[src/rtl/lhm_ram.sv]
`timescale 1ns / 1ps
// Simple dual-port memory with one write port and one registered read port.
module lhm_ram #(
  parameter int unsigned DATA_W = 8,
  parameter int unsigned ADDR_W = 1
) (
  input  logic              clk_i,
  input  logic              we_i,
  input  logic [ADDR_W-1:0] waddr_i,
  input  logic [DATA_W-1:0] wdata_i,
  input  logic [ADDR_W-1:0] raddr_i,
  output logic [DATA_W-1:0] rdata_o
);

  logic [DATA_W-1:0] mem_q [2**ADDR_W];
  logic [DATA_W-1:0] rdata_q;

  // Write port.
  always_ff @(posedge clk_i) begin
    if (we_i) begin
      mem_q[waddr_i] <= wdata_i;
    end
  end

  // Read port; a read of the address being written returns the old data.
  always_ff @(posedge clk_i) begin
    rdata_q <= mem_q[raddr_i];
  end

  assign rdata_o = rdata_q;

endmodule

[config.mk]
export PLATFORM = sky130hd
export DESIGN_NAME = lhm_ram
export DESIGN_NICKNAME = d
export VERILOG_FILES = /design/src/rtl/lhm_ram.sv
export SDC_FILE = /design/constraint.sdc
export NUM_CORES = 1
export LEC_CHECK = 0
export BUFFER_PORTS_ARGS = -buffer_cell sky130_fd_sc_hd__buf_2
export CORE_MARGIN = 4
export CORE_UTILIZATION = 52
export CTS_CLUSTER_SIZE = 40
export DETAILED_ROUTE_END_ITERATION = 12
export GPL_TIMING_DRIVEN = 0
export HOLD_SLACK_MARGIN = 0.1
export PLACE_DENSITY = 0.86
export REMOVE_ABC_BUFFERS = 1
export SETUP_SLACK_MARGIN = 0.3
export SYNTH_ARGS = -nofsm -noshare
export SYNTH_HDL_FRONTEND = slang
export SYNTH_SLANG_ARGS = --single-unit
[constraint.sdc]
create_clock -name clk_i -period 1.6 [get_ports clk_i]
set_input_delay 0.16 -clock clk_i [delete_from_list [all_inputs] [get_ports clk_i]]
set_output_delay 0.16 -clock clk_i [all_outputs]
set_load 0.05 [all_outputs]
; ---- After elaboration in Yosys (flattened, before gate mapping)
; Memory sizes are Yosys's and may differ from the RTL's. A register that Yosys moved wholly into a read port is not among the register bits.
; Cells that the tools add are included.
[word_totals]
reg_bits = 0
wordCells = 3
memories = 1
input_bits = 12
mem_bits_rw = 16
[classes]
n_mux = 2
[memory_table]
columns = memory, depth, word_bits, rd, rd_clocked_by_memory_dff, wr, line_no
row1 = mem_q, 2, 8, 1, 1, 1, 15  ; logic [DATA_W-1:0] mem_q [2**ADDR_W];
[ops]
columns = cell, n
row1 = 2-to-1 mux 1 bit, 2

; ---- Longest topological paths before layout
[depth]
ltp_word = 2
depth_mapped = 2
mapped_depth_nobuf = 1

; ---- Worst setup path before layout
; No wires, ideal clock.
[synth_path]
kind = in2reg
start = input we_i
end = memory mem_q[0][0], enable pin
arrival_time_ns = 0.580
setup_slack_ns = 0.647
n_path_buf = 0
stages = 1
cell_sequence = nor2b_1
[synth_between]
elab_chain_len = 2
[synth_rtl]
columns = element, line_no
row1 = "start, declared", 8  ; input logic we_i,
row2 = 2-to-1 mux 1 bit, 20  ; if (we_i) begin
row3 = 2-to-1 mux 1 bit (not written as such), 21  ; mem_q[waddr_i] <= wdata_i;
row4 = "end, declared", 15
; No other way between the ends.

; ---- Final worst setup path
[layout_path]
start = register rdata_q[5], in the netlist rdata_o[5] (read register of mem_q)
end = output rdata_o[5]
[layout_rtl]
columns = element, line_no
row1 = "start, declared", 16  ; logic [DATA_W-1:0] rdata_q;
row2 = "end, declared", 12  ; output logic [DATA_W-1:0] rdata_o
; No word-level cell between the ends.

==> metrics.log <==
INFO  metric worstPathCellList = buf_2
INFO  metric setup.worst_path.end_class = output port
INFO  metric cellPowerDensity = approximately 1300 nW/µm²
INFO  metric via_per_inst = roughly 4.7
INFO  metric route.vias.total = 375
INFO  metric multi_input_area = between 100 and 150 µm²
INFO  metric cts_buffers = 3
INFO  metric sw_frac_of_total = about 22%
INFO  metric worst_clock_skew = ~3.3 ps
INFO  metric drt_drc_violations_left = 0
INFO  metric status = completed
INFO  metric htree_num_levels = 1
INFO  metric via_count_of_the_first_global_routing_pass = ~390
INFO  metric die_y = between 40 and 50 µm
INFO  metric comb_power_share = ~12%
INFO  metric drt_iter0_markers = 6
INFO  metric grt_antenna_before_repair = 0
INFO  metric setup_viol_count_final = 0
INFO  metric cpMaxStageDelayCell = sky130_fd_sc_hd__dfxtp_1
INFO  metric worstSetupPathType = reg2out
INFO  metric average_size_of_a_mapped_cell = between 20 and 25 µm²
INFO  metric p_clk_share = ~33%
INFO  metric die_w = roughly 47 µm
INFO  metric worstPathRequired = roughly 1400 ps
INFO  metric fin_worst_hold_slack = between 200 and 300 ps
INFO  metric tritoncts = built
INFO  metric core_region_area = 1370 µm²
INFO  metric ys_flop_type = sky130_fd_sc_hd__edfxtp_1
INFO  metric worst_path_dominant_cell_family = flip-flops
INFO  metric synth_top_area_share = between 60 and 70%
INFO  metric floorplan.initialDensity = a little under three fifths
INFO  metric finalHoldViolCount = 0
INFO  metric min_path_type = in2reg
INFO  metric synthesis.instances = 35
INFO  metric dieArea = approximately 2200 µm²
INFO  metric synth_top_cells_by_count = sky130_fd_sc_hd__edfxtp_1 (16), sky130_fd_sc_hd__dfxtp_1 (8), sky130_fd_sc_hd__mux2_4 (8)
INFO  metric clock.fmax = roughly 960 MHz
INFO  metric finalSetupTns = 0 ps
INFO  metric ranking_of_synthesized_cells_by_area = sky130_fd_sc_hd__edfxtp_1 (61%), sky130_fd_sc_hd__dfxtp_1 (20%), sky130_fd_sc_hd__mux2_4 (15%)
INFO  metric critPathMaxStageDelay = about 330 ps
INFO  metric globalRoute.totalOverflow = 0
INFO  metric gp_routability_congestion = about 0.61
INFO  metric register_area = around 640 µm²
INFO  metric share_seq_of_total_power = a little under three fifths
INFO  metric ys_async_rst_share = 0%
INFO  metric cts_root_buf = sky130_fd_sc_hd__clkbuf_4
INFO  metric worst_ep_arrival_time = 880 ps
INFO  metric nets = 78
INFO  metric router_iterations_before_antenna_repair = 3
INFO  metric post_synth_top_area_cell = sky130_fd_sc_hd__edfxtp_1
INFO  metric grt_start_max_net_pins = 15
INFO  metric layout-drive-gt1-share = 47.7%
INFO  metric wl_per_cell = 14.2 µm
INFO  metric final.fill_count = 94
INFO  metric timing.max_cap.violations = 0
INFO  metric worst_slew_pin_slew = around 700 ps
INFO  metric worst-r2r-setup-slack = approximately 800 ps
INFO  metric total_switching_power = 281 µW
INFO  metric insertion_delay = ~300 ps
INFO  metric path_clk_slew = 130 ps
INFO  metric max_slew_violation_total_from_the_final_report = 0
INFO  metric p_int = roughly 1.0 mW
INFO  metric worstSetupStartpointType = flop
INFO  metric ant_nets = 0
INFO  metric ys.warnings.count = 0
INFO  metric power.ir.vdd_worst = 0.000799 V
INFO  metric cts_repair_resize_count = 0
INFO  metric clkSinkCount = 24
INFO  metric grtUsageTotal = ~13%
INFO  metric top_level_ports = 20
INFO  metric synth_enable_flop_cells = 16
INFO  metric max-slew-margin-rel = a little over half
INFO  metric cp_num_buf_inv = 1
INFO  metric drt-total-wl = between 1 and 1.5 mm
INFO  metric ys_seq_elements = 24
INFO  metric ys_types = 6
INFO  metric synth_seq_area_share = roughly 80%
INFO  metric cts_buffer_depth = 2
INFO  metric cts-hold-fix-buffers = 8
INFO  metric total_inserted_antenna_cells = 0
INFO  metric timing.final.crit_share = 65.2%
INFO  metric netlist_area = 785 µm²
INFO  metric rows = 13
INFO  metric post_cts_buffers = 0
INFO  metric finalCriticalPeriod = around 1000 ps
INFO  metric port_buffers = 19
INFO  metric rsz_0062_raised_after_global_routing = no
INFO  metric cellLeakagePower = about 0.42 nW
INFO  metric synthMostInstantiatedCell = sky130_fd_sc_hd__edfxtp_1
INFO  metric grt_pass1_wl = ~1.8 mm
INFO  metric timing.critical_path.fanout_max = 1
INFO  metric area.growth.synth_to_final = 30.0%
-- registers in the layout (all words and copies together) (netlist names) --
signal,flops
mem_q,16
rdata_o,8
-- area by class of cell --
type                    count  area share [%]
flip-flops and latches     24            62.8
clock buffers               3            2.21
well taps                  15            1.84
repair buffers             27            17.2
clock inverters             1            2.94
multi-input cells          10            13.0
-- kinds of logic (layout without fill, tap and decap cells) --
group	count (synthesis)	in the layout	synth area share [%]
buffers and inverters	1	31	1.44
DFF	24	24	81.7
and+or+nand+nor	2	2	1.60
muxes	8	8	15.3
-- cells in the final DEF (no fill, tap or decap) --
cell                             n
sky130_fd_sc_hd__clkbuf_4        3
sky130_fd_sc_hd__buf_2          19
sky130_fd_sc_hd__bufinv_16       1
sky130_fd_sc_hd__and2_1          1
sky130_fd_sc_hd__edfxtp_1       16
sky130_fd_sc_hd__nor2b_1         1
sky130_fd_sc_hd__mux2_4          8
sky130_fd_sc_hd__dlygate4sd3_1   8
sky130_fd_sc_hd__dfxtp_1         8
-- stage by stage --
stage / utilization, % / cells / setup slack, ps / total power [mW] / area [µm²]
global route: 74.6 / 80 / 504 / 1.35 / 1020
floorplan: - / 34 / 647 / 0.837 / 773
CTS: 74.6 / 80 / 531 / 1.31 / 1020
detailed placement: 64.9 / 68 / 399 / 0.881 / 887
global placement: 64.9 / 68 / 420 / 0.877 / 887
finish: 74.6 / 80 / 557 / 1.31 / 1020
-- routing by layer --
layer / global-route usage (%) / up-vias / wire length (µm)
met2: 24.9 / 17 / 595
li1: - / 189 / -
met4: 1.66 / 0 / 0
met3: 4.98 / 0 / 101
met1: 12.4 / 169 / 436
met5: 0 / - / 0
-- power groups by stage --
| stage | sequential [mW] | clock (mW) | combinational (mW) |
|---|---|---|---|
| floorplan | 0.800 | 0 | 0.0362 |
| CTS | 0.720 | 0.431 | 0.161 |
| finish | 0.721 | 0.424 | 0.161 |
| global route | 0.725 | 0.458 | 0.170 |
| detailed placement | 0.735 | 0 | 0.146 |
| global placement | 0.733 | 0 | 0.144 |
-- final timing paths --
| check | start | endpoint | depth (start not counted) |
|---|---|---|---|
| setup reg to reg | mem_q[0][0]$_DFFE_PP_ | rdata_o[0]$_DFF_P_ | 1 |
| setup / recovery | rdata_o[5]$_DFF_P_ | rdata_o[5] | 1 |
| hold reg to reg | mem_q[1][4]$_DFFE_PP_ | rdata_o[4]$_DFF_P_ | 1 |
| hold / removal | raddr_i | rdata_o[4]$_DFF_P_ | 2 |
Note: power is estimated with default switching activity, not from simulation.
