[src/rtl/lhm_pkg.sv]
`timescale 1ns / 1ps
// Shared types, widths and constants of the latency histogram monitor.
package lhm_pkg;

  // Fixed field widths of the request and result beats.
  localparam int unsigned SEL_W     = 2;
  localparam int unsigned NS_W      = 40;
  localparam int unsigned PCT_W     = 7;
  localparam int unsigned OUT_CNT_W = 32;
  localparam int unsigned TOTAL_W   = 64;
  localparam int unsigned MAX_W     = 40;
  localparam int unsigned PERC_W    = 35;

  // Defaults for the top-level parameters.
  localparam int unsigned NUM_COUNTERS_DEF = 4;
  localparam int unsigned NUM_BUCKETS_DEF  = 35;
  localparam int unsigned COUNT_WIDTH_DEF  = 32;

  // The shared unit is wide enough for a 64-bit count times a 7-bit percent.
  localparam int unsigned ALU_W = 72;

  // Percentile test: seen >= ceil(count * percent / 100) holds exactly when
  // seen * 100 >= count * percent, with 100 built as 2^6 + 2^5 + 2^2.
  localparam logic [PCT_W-1:0] PCT_FULL  = 7'd100;
  localparam int unsigned      SCALE_SH0 = 6;
  localparam int unsigned      SCALE_SH1 = 5;
  localparam int unsigned      SCALE_SH2 = 2;

  // Request codes.
  localparam logic REQ_RECORD = 1'b0;
  localparam logic REQ_QUERY  = 1'b1;

  // Operations of the shared adder.
  typedef enum logic {
    ALU_ADD,
    ALU_SUB
  } alu_op_e;

  // Result of the shared adder: value, and the a >= b flag for a subtract or the saturation flag for an add.
  typedef struct packed {
    logic [ALU_W-1:0] value;
    logic             ge;
  } alu_res_t;

endpackage

[src/rtl/lhm_alu.sv]
`timescale 1ns / 1ps
// Shared saturating adder and subtract-compare unit of the monitor.
module lhm_alu (
  input  lhm_pkg::alu_op_e              op_i,
  input  logic [lhm_pkg::ALU_W-1:0]     a_i,
  input  logic [lhm_pkg::ALU_W-1:0]     b_i,
  input  logic [lhm_pkg::ALU_W-1:0]     mask_i,
  output lhm_pkg::alu_res_t             res_o
);
  import lhm_pkg::*;

  logic [ALU_W-1:0] b_eff;
  logic             carry_in;
  logic [ALU_W:0]   sum;
  logic             sat;

  // One adder serves both operations; a subtract adds the inverted operand.
  assign b_eff    = (op_i == ALU_SUB) ? ~b_i : b_i;
  assign carry_in = (op_i == ALU_SUB);
  assign sum      = {1'b0, a_i} + {1'b0, b_eff} + {{ALU_W{1'b0}}, carry_in};
  assign sat      = (sum > {1'b0, mask_i});

  always_comb begin
    res_o = '0;
    case (op_i)
      ALU_ADD: begin
        // Clamp the sum at the ceiling given by the mask.
        res_o.value = sat ? mask_i : sum[ALU_W-1:0];
        res_o.ge    = sat;
      end
      ALU_SUB: begin
        // Carry out of a + ~b + 1 means no borrow, so a >= b.
        res_o.value = sum[ALU_W-1:0];
        res_o.ge    = sum[ALU_W];
      end
      default: begin
        res_o = '0;
      end
    endcase
  end

endmodule

[config.mk]
export PLATFORM = sky130hd
export DESIGN_NAME = lhm_alu
export DESIGN_NICKNAME = d
export VERILOG_FILES = /design/src/rtl/lhm_pkg.sv /design/src/rtl/lhm_alu.sv
export SDC_FILE = /design/constraint.sdc
export NUM_CORES = 1
export LEC_CHECK = 0
export BUFFER_PORTS_ARGS = -buffer_cell sky130_fd_sc_hd__buf_2
export CAP_MARGIN = 20
export CELL_PAD_IN_SITES_DETAIL_PLACEMENT = 1
export CELL_PAD_IN_SITES_GLOBAL_PLACEMENT = 2
export CORE_ASPECT_RATIO = 1.75
export CORE_UTILIZATION = 30
export DETAILED_ROUTE_END_ITERATION = 8
export GPL_ROUTABILITY_DRIVEN = 0
export PLACE_DENSITY_LB_ADDON = 0.08
export SYNTH_ARGS = -nofsm -noshare
export SYNTH_HDL_FRONTEND = slang
export SYNTH_SLANG_ARGS = --single-unit
[constraint.sdc]
create_clock -name vclk -period 9
set_clock_uncertainty 0.2 [all_clocks]
set_input_delay 0.45 -clock vclk [all_inputs]
set_output_delay 0.45 -clock vclk [all_outputs]
set_load 0.005 [all_outputs]
**Yosys cells after proc, flatten, opt, wreduce, memory -nomap -nowiden**

Cells that the tools add are included.

- Register bits: 0
- Latch bits: 0
- Memory bits (writable): 0
- Bits in read-only memories: 0
- Input port bits: 217
- Output and inout bits: 73
- Logic and storage cells: 8
- Memories kept: 0

- $add $sub $neg: 2
- Multipliers: 0
- Div/mod/pow operators: 0
- $lt $le $gt $ge: 1
- Equality and inequality tests: 0
- Shift operators: 0
- Muxes and demuxes: 3
- Bitwise gates (word level): 2
- Reduce and logical (&&, ||, !) cells: 0

Operators by type and width:

| cell | count |
|---|---|
| $pmux 73 s2 | 1 |
| $mux 72 | 2 |
| $add 72x72->73 | 1 |
| $add 73x1->73 | 1 |
| $gt 73x72->1 | 1 |
| $not 72->72 | 1 |
| $not 1->1 | 1 |

**Longest topological paths before layout**

Gate-level depths: netlist (run 1).

- Depth in word-level cells: 7
- Mapped depth: 26
- Mapped depth without buffers: 22

**Worst setup path before layout (run 1)**

Ideal clock, no wire load.

- Path type: input port to output port
- Start: input port op_i
- End: output port res_o[63] in the netlist's numbering
- Data arrival time: 5886 ps
- Data required time: 8350 ps
- Path slack: 2464 ps
- Cell stages on the path: 21
- Buffers on the path: 3
- Cell sequence: clkbuf_1 > buf_1 > xor2_1 > fa_1 > a21oi_1 > o221ai_2 > a31oi_2 > nor2_1 > nor3_2 > o31ai_4 > a31oi_1 > o311ai_1 > xor2_1 > ha_1 > nand3_1 > or4_1 > o31a_1 > o22ai_1 > a21oi_4 > buf_6 > mux2_1

RTL lines:

| item | line | source |
|---|---|---|
| start, declared | lhm_alu.sv:4 | `input lhm_pkg::alu_op_e op_i,` |
| end, declared | lhm_alu.sv:8 | `output lhm_pkg::alu_res_t res_o` |

==> results of run 1 <==
## metal layers
| layer | track usage [%] | vias up | routed length (um) |
|---|---|---|---|
| met5 | 0 | - | 0 |
| met3 | 1.23 | 42 | 890 |
| met1 | 22.4 | 4331 | 11500 |
| met2 | 53.2 | 217 | 19900 |
| li1 | - | 4489 | - |
| met4 | 5.62 | 0 | 876 |
## where the power goes
part	internal, mW	leakage, nW	switching [mW]
Sequential	0	0	0
Combinational	0.538	4.85	0.718
Clock	0.0000000743	0.0000317	0
## metrics by stage
step | setup WS, ns | power, mW | utilization (%)
after floorplan | 2.46 | 0.819 | -
after global placement | 0.887 | 1.25 | 36.9
after detailed placement | 0.770 | 1.27 | 36.9
after CTS | 0.764 | 1.27 | 36.9
after global routing | 0.275 | 1.40 | 37.0
final | 0.860 | 1.26 | 37.0
## final timing paths
check / start / endpoint / slack, ns / depth (start not counted)
max: op_i / res_o[37] / 0.86 / 23
min: mask_i[23] / res_o[24] / 0.99 / 3
## cell families after synthesis
family	share of synthesized area [%]
AO/OA/AOI/OAI	26.9
AND/OR/NAND/NOR	16.4
buffers and inverters	7.72
adder cells (fa/ha/maj)	23.0
XOR/XNOR	15.3
multiplexers	10.7
## final cells by class
type / count / area, um^2
fillers: 3356 / 16300
multi-input cells: 958 / 7270
repair buffers: 296 / 1500
well taps: 320 / 400
inverters: 101 / 379
diodes: 5 / 12.5
## synthesized netlist by cell type (8+ instances only)
cell,instances
a21o_1,36
a21oi_1,123
a31oi_1,8
clkbuf_1,32
ha_1,143
inv_1,101
mux2_1,64
mux2_2,8
nand2_1,89
nand2b_1,9
nand3_1,23
nand4_1,35
nor2_1,61
nor3_1,13
o211ai_1,8
o21ai_0,66
o21bai_1,23
xnor2_1,42
xor2_1,96
## layout by cell type (no fill, tap or decap), types with 7 or more instances in the layout
cell type | Yosys | routed
buf_2 | 3 | 289
ha_1 | 143 | 143
a21oi_1 | 123 | 123
inv_1 | 101 | 101
xor2_1 | 96 | 96
nand2_1 | 89 | 89
o21ai_0 | 66 | 66
mux2_1 | 64 | 64
nor2_1 | 61 | 61
xnor2_1 | 42 | 42
a21o_1 | 36 | 36
nand4_1 | 35 | 35
nand3_1 | 23 | 23
o21bai_1 | 23 | 23
nor3_1 | 13 | 13
nand2b_1 | 9 | 9
o211ai_1 | 8 | 8
a31oi_1 | 8 | 8
mux2_2 | 8 | 8
a211oi_1 | 7 | 7
o21ai_1 | 7 | 7
nor4_1 | 7 | 7
nor2b_1 | 7 | 7
buf_4 | 0 | 7
==> results.yml, run 1 <==
run_status:
  outcome: "finished clean"
placed_design:
  placed_area_um2: 9550
  dp_cells: 1675
  hpwl_um: 29800
  portBuffers: 290
critical_path:
  critPathCaptureType: "output pin"
  cpLargestDelayFamily: "compound AO/OA/AOI/OAI gates"
  critical_path.cell_chain: "buf_4 > xor2_1 > fa_1 > a21oi_1 > o221ai_2 > a31oi_2 > nor2_1 > nor3_2 > o31ai_4 > a31oi_1 > nand3_1 > o311a_1 > ha_1 > and4_1 > nand2_1 > nor3_1 > o21ai_0 > o311ai_0 > o22ai_1 > a21oi_4 > buf_4 > mux2_1 > buf_2"
  path_class: "in2out"
  path_common_cell: "buf_4"
  worst_ep_required_time_ns: 8.35
  cp_max_fo: 53
  slowest_delay_ns: 0.80
  arrival_ns: 7.49
  path_buf_inv: 3
  slowest_stage: "a31oi_1"
  cp-start-kind: "primary input"
timing:
  finalCritPeriodShare_pct: 90.4
  fin_crit_ns: 8.14
  tns_ns: 0
  setup_viol: 0
  hold_slack_ns: 0.994
  rsz0062_at_grt: "no"
  maxSlewHeadroom_pct: 35.7
  fmax_ghz: 0.123
  worst_pin_slew_ns: 0.959
  slew_violations: 0
  finalHoldViolations: 0
finish:
  seqCellArea_um2: 0
  stdcell_count: 1680
  drive_gt1_share_pct: 23.5
  n_clock_buffer: 0
  fin_area_um2: 9560
  syn_to_final_growth_pct: 21.4
  seq_cell_count: 0
  fin_nets: 1718
grt:
  grt_usage_pct: 23.8
  antenna_found_initial: 5
  grt_pass1_vias: 9903
  grt_pass1_wl_um: 51800
  grt_max_degree: 54
  overflow: 0
drt:
  drc: 0
  wl_um: 33100
  dr.pass1.iters: 4
  ant_nets: 0
  via_per_inst: 5.40
  num_vias: 9079
  drt-initial-drc-count: 222
  wl_per_cell_um: 19.7
die:
  fp-row-count: 78
  die-area_um2: 26900
  start_util_pct: 30.5
  ios: 290
  coreArea_um2: 25900
  die_x_um: 125
  die_h_um: 216
power_and_ir_drop:
  vdd_drop_max_v: 0.0000528
  leakage_nw: 4.85
  p_per_area_nw_per_um2: 131
synth:
  synth_top_area_share_pct: 22.7
  synth_nets: 1466
  syn_inst: 1105
  yosysSeqAreaShare_pct: 0
  avgSynthCellArea_um2: 7.13
  synth.area.top_cells: "ha_1, xor2_1, mux2_1"
  ys_warn_count: 0
  yosysTopAreaCell: "ha_1"
  syn-cell-area_um2: 7880
  yosys.cell_types.count: 74
clock_tree:
  hold_buffers: 0
  post_cts_buffers: 0
  cts_resized: 0
min_path:
  hp-class: "in2out"
flow_run:
  max_cap_violations: 0
Power figures use the tool's default switching activity.
==> run 2, diff against run 1 <==
==> constraint.sdc (replaced) <==
create_clock -name vclk -period 9
set_clock_uncertainty 0.2 [all_clocks]
set_input_delay 1.8 -clock vclk [all_inputs]
set_output_delay 1.8 -clock vclk [all_outputs]
set_load 0.005 [all_outputs]
==> run 2 against run 1 <==
Effect of this change: the run now ends with setup timing left; utilization grew 14 points; via count increased by 18%; total power increased by 51%; cell area up 38%; combinational power rose by 50%; worst setup slack worse by 1.1 ns; hold slack gained 2.7 ns; non-clock buffer count up 338; global-route usage up 2.8 points; die area stayed put; critical path type unchanged; largest cell class unchanged.
==> results.yml, run 2 (synthesis gave the netlist of run 1 again) <==
timing:
  worst_pin_slew_ns: 0.805
  slew_violations: 0
  finalHoldViolations: 0
  fmax_ghz: 0.109
  fin_crit_ns: 9.20
  setup_viol: 72
  rsz0062_at_grt: "yes"
  hold_slack_ns: 3.70
  maxSlewHeadroom_pct: 44.9
  finalCritPeriodShare_pct: 102
  setup_slack_ns: -0.197
  tns_ns: -12.20
finish:
  n_clock_buffer: 0
  mostFrequentLayoutCells: "buf_4, buf_2, ha_1, a21oi_1, inv_1"
  syn_to_final_growth_pct: 67.7
  drive_gt1_share_pct: 46.4
  utilization_pct: 51.1
  final_common_cell: "buf_4"
  seqCellArea_um2: 0
  stdcell_count: 2017
  fin_nets: 2056
  fin_area_um2: 13200
  seq_cell_count: 0
die:
  die-area_um2: 26900
  die_x_um: 125
  start_util_pct: 30.5
  fp-row-count: 78
  ios: 290
  die_h_um: 216
  coreArea_um2: 25900
grt:
  grt_pass1_vias: 11500
  grt_max_degree: 21
  overflow: 0
  grt_usage_pct: 26.7
  antenna_found_initial: 5
  grt_pass1_wl_um: 57100
placed_design:
  dp_cells: 1944
  portBuffers: 290
  place_ws_ns: -0.751
  hpwl_um: 32500
  placed_area_um2: 11600
min_path:
  whs_endpoint: "res_o[19]"
  hold_depth: 3
  hp-start: "mask_i[18]"
  hp-class: "in2out"
drt:
  drt-initial-drc-count: 209
  drc: 0
  via_per_inst: 5.29
  wl_per_cell_um: 19.7
  ant_nets: 0
  dr.pass1.iters: 4
  wl_um: 39800
  num_vias: 10700
power_and_ir_drop:
  p_per_area_nw_per_um2: 143
  p_clk_share_pct: 0
  power_mw: 1.89
  leakage_nw: 6.88
  p_comb_share_pct: 100.0
  switching_share_pct: 48.0
  p_seq_share_pct: 0
  p_int_uw: 986
  p_switching_uw: 909
  vdd_drop_max_v: 0.0000772
critical_path:
  slowest_delay_ns: 0.52
  cp_max_fo: 8
  slowest_stage: "or4_4"
  worst_ep_required_time_ns: 7.00
  cp-start-kind: "primary input"
  cpLargestDelayFamily: "compound AO/OA/AOI/OAI gates"
  arrival_ns: 7.20
  path_buf_inv: 7
  critPathCaptureType: "output pin"
  path_class: "in2out"
run_status:
  outcome: "finished, violations left"
  violations: "setup timing"
clock_tree:
  hold_buffers: 0
flow_run:
  max_cap_violations: 0
-- run 2: per-layer routing --
metal / part of all wire (%) / vias to the layer above / routed length (um) / track usage [%]
met5: 0.030 / - / 12 / 0
met4: 6.7 / 2 / 2660 / 17.2
met3: 2.8 / 130 / 1130 / 2.07
met2: 57 / 290 / 22700 / 56.1
met1: 33 / 5073 / 13300 / 23.4
li1: - / 5175 / - / -
-- run 2: worst max path at each step --
stage / startpoint / slack, ns / endpoint / depth (start not counted)
after detailed placement: op_i / -0.75 / res_o[33] / 27
after CTS: op_i / -0.25 / res_o[23] / 30
after global routing: op_i / -0.41 / res_o[32] / 25
after floorplan: op_i / 0.04 / res_o[63] / 25
after global placement: op_i / -0.66 / res_o[2] / 27
final: op_i / -0.20 / res_o[8] / 25
-- run 2: repair_timing --
item,in CTS,in global routing
resized for setup,61,148
buffers inserted,30,38
cloned,4,4
pin swaps,39,96
endpoints found under the setup margin,73,72
-- run 2: power groups by stage --
stage,sequential (mW),combinational [mW],clock [mW]
finish,0,1.89,0.0000000595
global route,0,2.05,0.0000000595
floorplan,0,0.820,0
CTS,0,1.70,0
global placement,0,1.54,0
detailed placement,0,1.57,0
-- run 2: final cells by class --
type / count / area [um^2]
Multi-Input combinational cell: 958 / 8080
Antenna cell: 4 / 10.0
Timing Repair Buffer: 634 / 4350
Tap cell: 320 / 400
Fill cell: 3339 / 12600
Inverter: 101 / 379
==> run 3, diff against run 2 <==
--- a/config.mk
+++ b/config.mk
@@ -10,10 +10,11 @@
 export CELL_PAD_IN_SITES_DETAIL_PLACEMENT = 1
 export CELL_PAD_IN_SITES_GLOBAL_PLACEMENT = 2
 export CORE_ASPECT_RATIO = 1.75
-export CORE_UTILIZATION = 30
+export CORE_UTILIZATION = 28
 export DETAILED_ROUTE_END_ITERATION = 8
 export GPL_ROUTABILITY_DRIVEN = 0
 export PLACE_DENSITY_LB_ADDON = 0.08
 export SYNTH_ARGS = -nofsm -noshare
 export SYNTH_HDL_FRONTEND = slang
 export SYNTH_SLANG_ARGS = --single-unit
+export TNS_END_PERCENT = 5
==> constraint.sdc (replaced) <==
create_clock -name vclk -period 8.58
set_clock_uncertainty 0.2 [all_clocks]
set_input_delay 1.716 -clock vclk [all_inputs]
set_output_delay 1.716 -clock vclk [all_outputs]
set_load 0.005 [all_outputs]
==> run 3 against run 2 <==
Effect of this change: the run still ends with setup timing left; total power up 15%; flip-flop and latch count unchanged; clock-buffer cell count unchanged.
==> results.yml, run 3 (synthesis gave the netlist of run 1 again) <==
grt:
  grt_max_degree: 21
  antenna_found_initial: 7
  grt_pass1_vias: 11900
  overflow: 0
  grt_pass1_wl_um: 59500
  grt_usage_pct: 26.7
die:
  fp-row-count: 80
  start_util_pct: 28.7
  die_h_um: 224
  coreArea_um2: 27400
  die-area_um2: 28800
  ios: 290
  die_x_um: 129
placed_design:
  placed_area_um2: 12200
  hpwl_um: 33100
  portBuffers: 290
  place_ws_ns: -1.13
drt:
  ant_nets: 0
  wl_um: 40400
  num_vias: 10900
  drt-initial-drc-count: 309
  drc: 0
  dr.pass1.iters: 4
  via_per_inst: 5.11
  wl_per_cell_um: 18.9
critical_path:
  path_class: "in2out"
  cp-start-kind: "primary input"
  critPathCaptureType: "output pin"
  arrival_ns: 7.14
  crit_start: "op_i"
  cp_max_fo: 8
  worst_ep_required_time_ns: 6.66
min_path:
  hp-class: "in2out"
  hp-start: "mask_i[47]"
timing:
  setup_viol: 72
  tns_ns: -27.38
  worst_pin_slew_ns: 0.545
  maxSlewHeadroom_pct: 63.3
  finalHoldViolations: 0
  fmax_ghz: 0.110
  slew_violations: 0
  rsz0062_at_grt: "yes"
  setup_slack_ns: -0.473
  fin_crit_ns: 9.05
  finalCritPeriodShare_pct: 106
finish:
  fin_nets: 2127
  syn_to_final_growth_pct: 78.2
  fin_area_um2: 14000
  utilization_pct: 51.2
  seq_cell_count: 0
  seqCellArea_um2: 0
  drive_gt1_share_pct: 48.6
  n_clock_buffer: 0
  final_common_cell: "buf_4"
  mostFrequentLayoutCells: "buf_4, buf_2, ha_1, a21oi_1, inv_1"
power_and_ir_drop:
  p_per_area_nw_per_um2: 156
  power_mw: 2.19
  vdd_drop_max_v: 0.0000909
  leakage_nw: 7.33
clock_tree:
  hold_buffers: 0
flow_run:
  max_cap_violations: 0
run_status:
  violations: "setup timing"
  outcome: "finished, violations left"
==> run 3: cell types whose count changed in the layout (fill, tap and decap cells not counted), sizes merged <==
| cell | before | now |
|---|---|---|
| buf | 630 | 703 |
| clkbuf | 4 | 2 |
==> run 3: final timing paths <==
path   endpoint  slack, ns  cells past startpoint
min   res_o[48]       3.53                      3
max   res_o[23]      -0.47                     28
==> run 3: through the flow <==
stage | hold WS, ns | std cells
after floorplan | 3.33 | 1105
after global placement | 3.52 | 2062
after detailed placement | 3.52 | 2062
after CTS | 3.53 | 2109
after global routing | 3.54 | 2136
final | 3.53 | 2137
==> run 3: what timing repair did <==
item                       CTS  global route
setup buffers               43            26
gates cloned                 6             2
setup endpoints to repair   73            73
pin swaps                   58            67
resized for setup          150           101
hold endpoints to repair     0             0
==> run 3: layout make-up <==
class,count,area [um^2]
Fill cell,3530,13400
Antenna cell,4,10.0
Inverter,101,379
Tap cell,369,462
Timing Repair Buffer,705,5160
Multi-Input combinational cell,958,8040
==> run 3: critical path: stages <==
cell       delay, ns
buf_16          0.14
clkbuf_16       0.17
xor2_1          0.16
ha_1            0.32
buf_4           0.17
a21oi_1         0.25
o21ai_1         0.15
a21oi_2         0.21
o211ai_1        0.18
nor3_4          0.24
o31ai_4         0.12
buf_4           0.16
a31oi_4         0.28
buf_4           0.18
xnor2_1         0.08
ha_1            0.31
nand4_1         0.09
or3_1           0.41
nor2_2          0.15
nand3_2         0.11
o31a_1          0.30
o22ai_2         0.25
a21oi_4         0.10
buf_12          0.17
buf_12          0.13
buf_16          0.15
mux2_4          0.31
buf_6           0.12
==> run 3: per-layer routing <==
layer | wire [um] | GRT usage, %
met3 | 1430 | 2.51
met1 | 13400 | 23.9
met5 | 46 | 0
met4 | 1950 | 13.1
met2 | 23500 | 56.5
==> run 3: power breakdown <==
group          switching, mW     total, mW  internal, mW
sequential                 0             0             0
clock                      0  0.0000000625  0.0000000624
combinational          0.990          2.19          1.20
total                  0.990          2.19          1.20
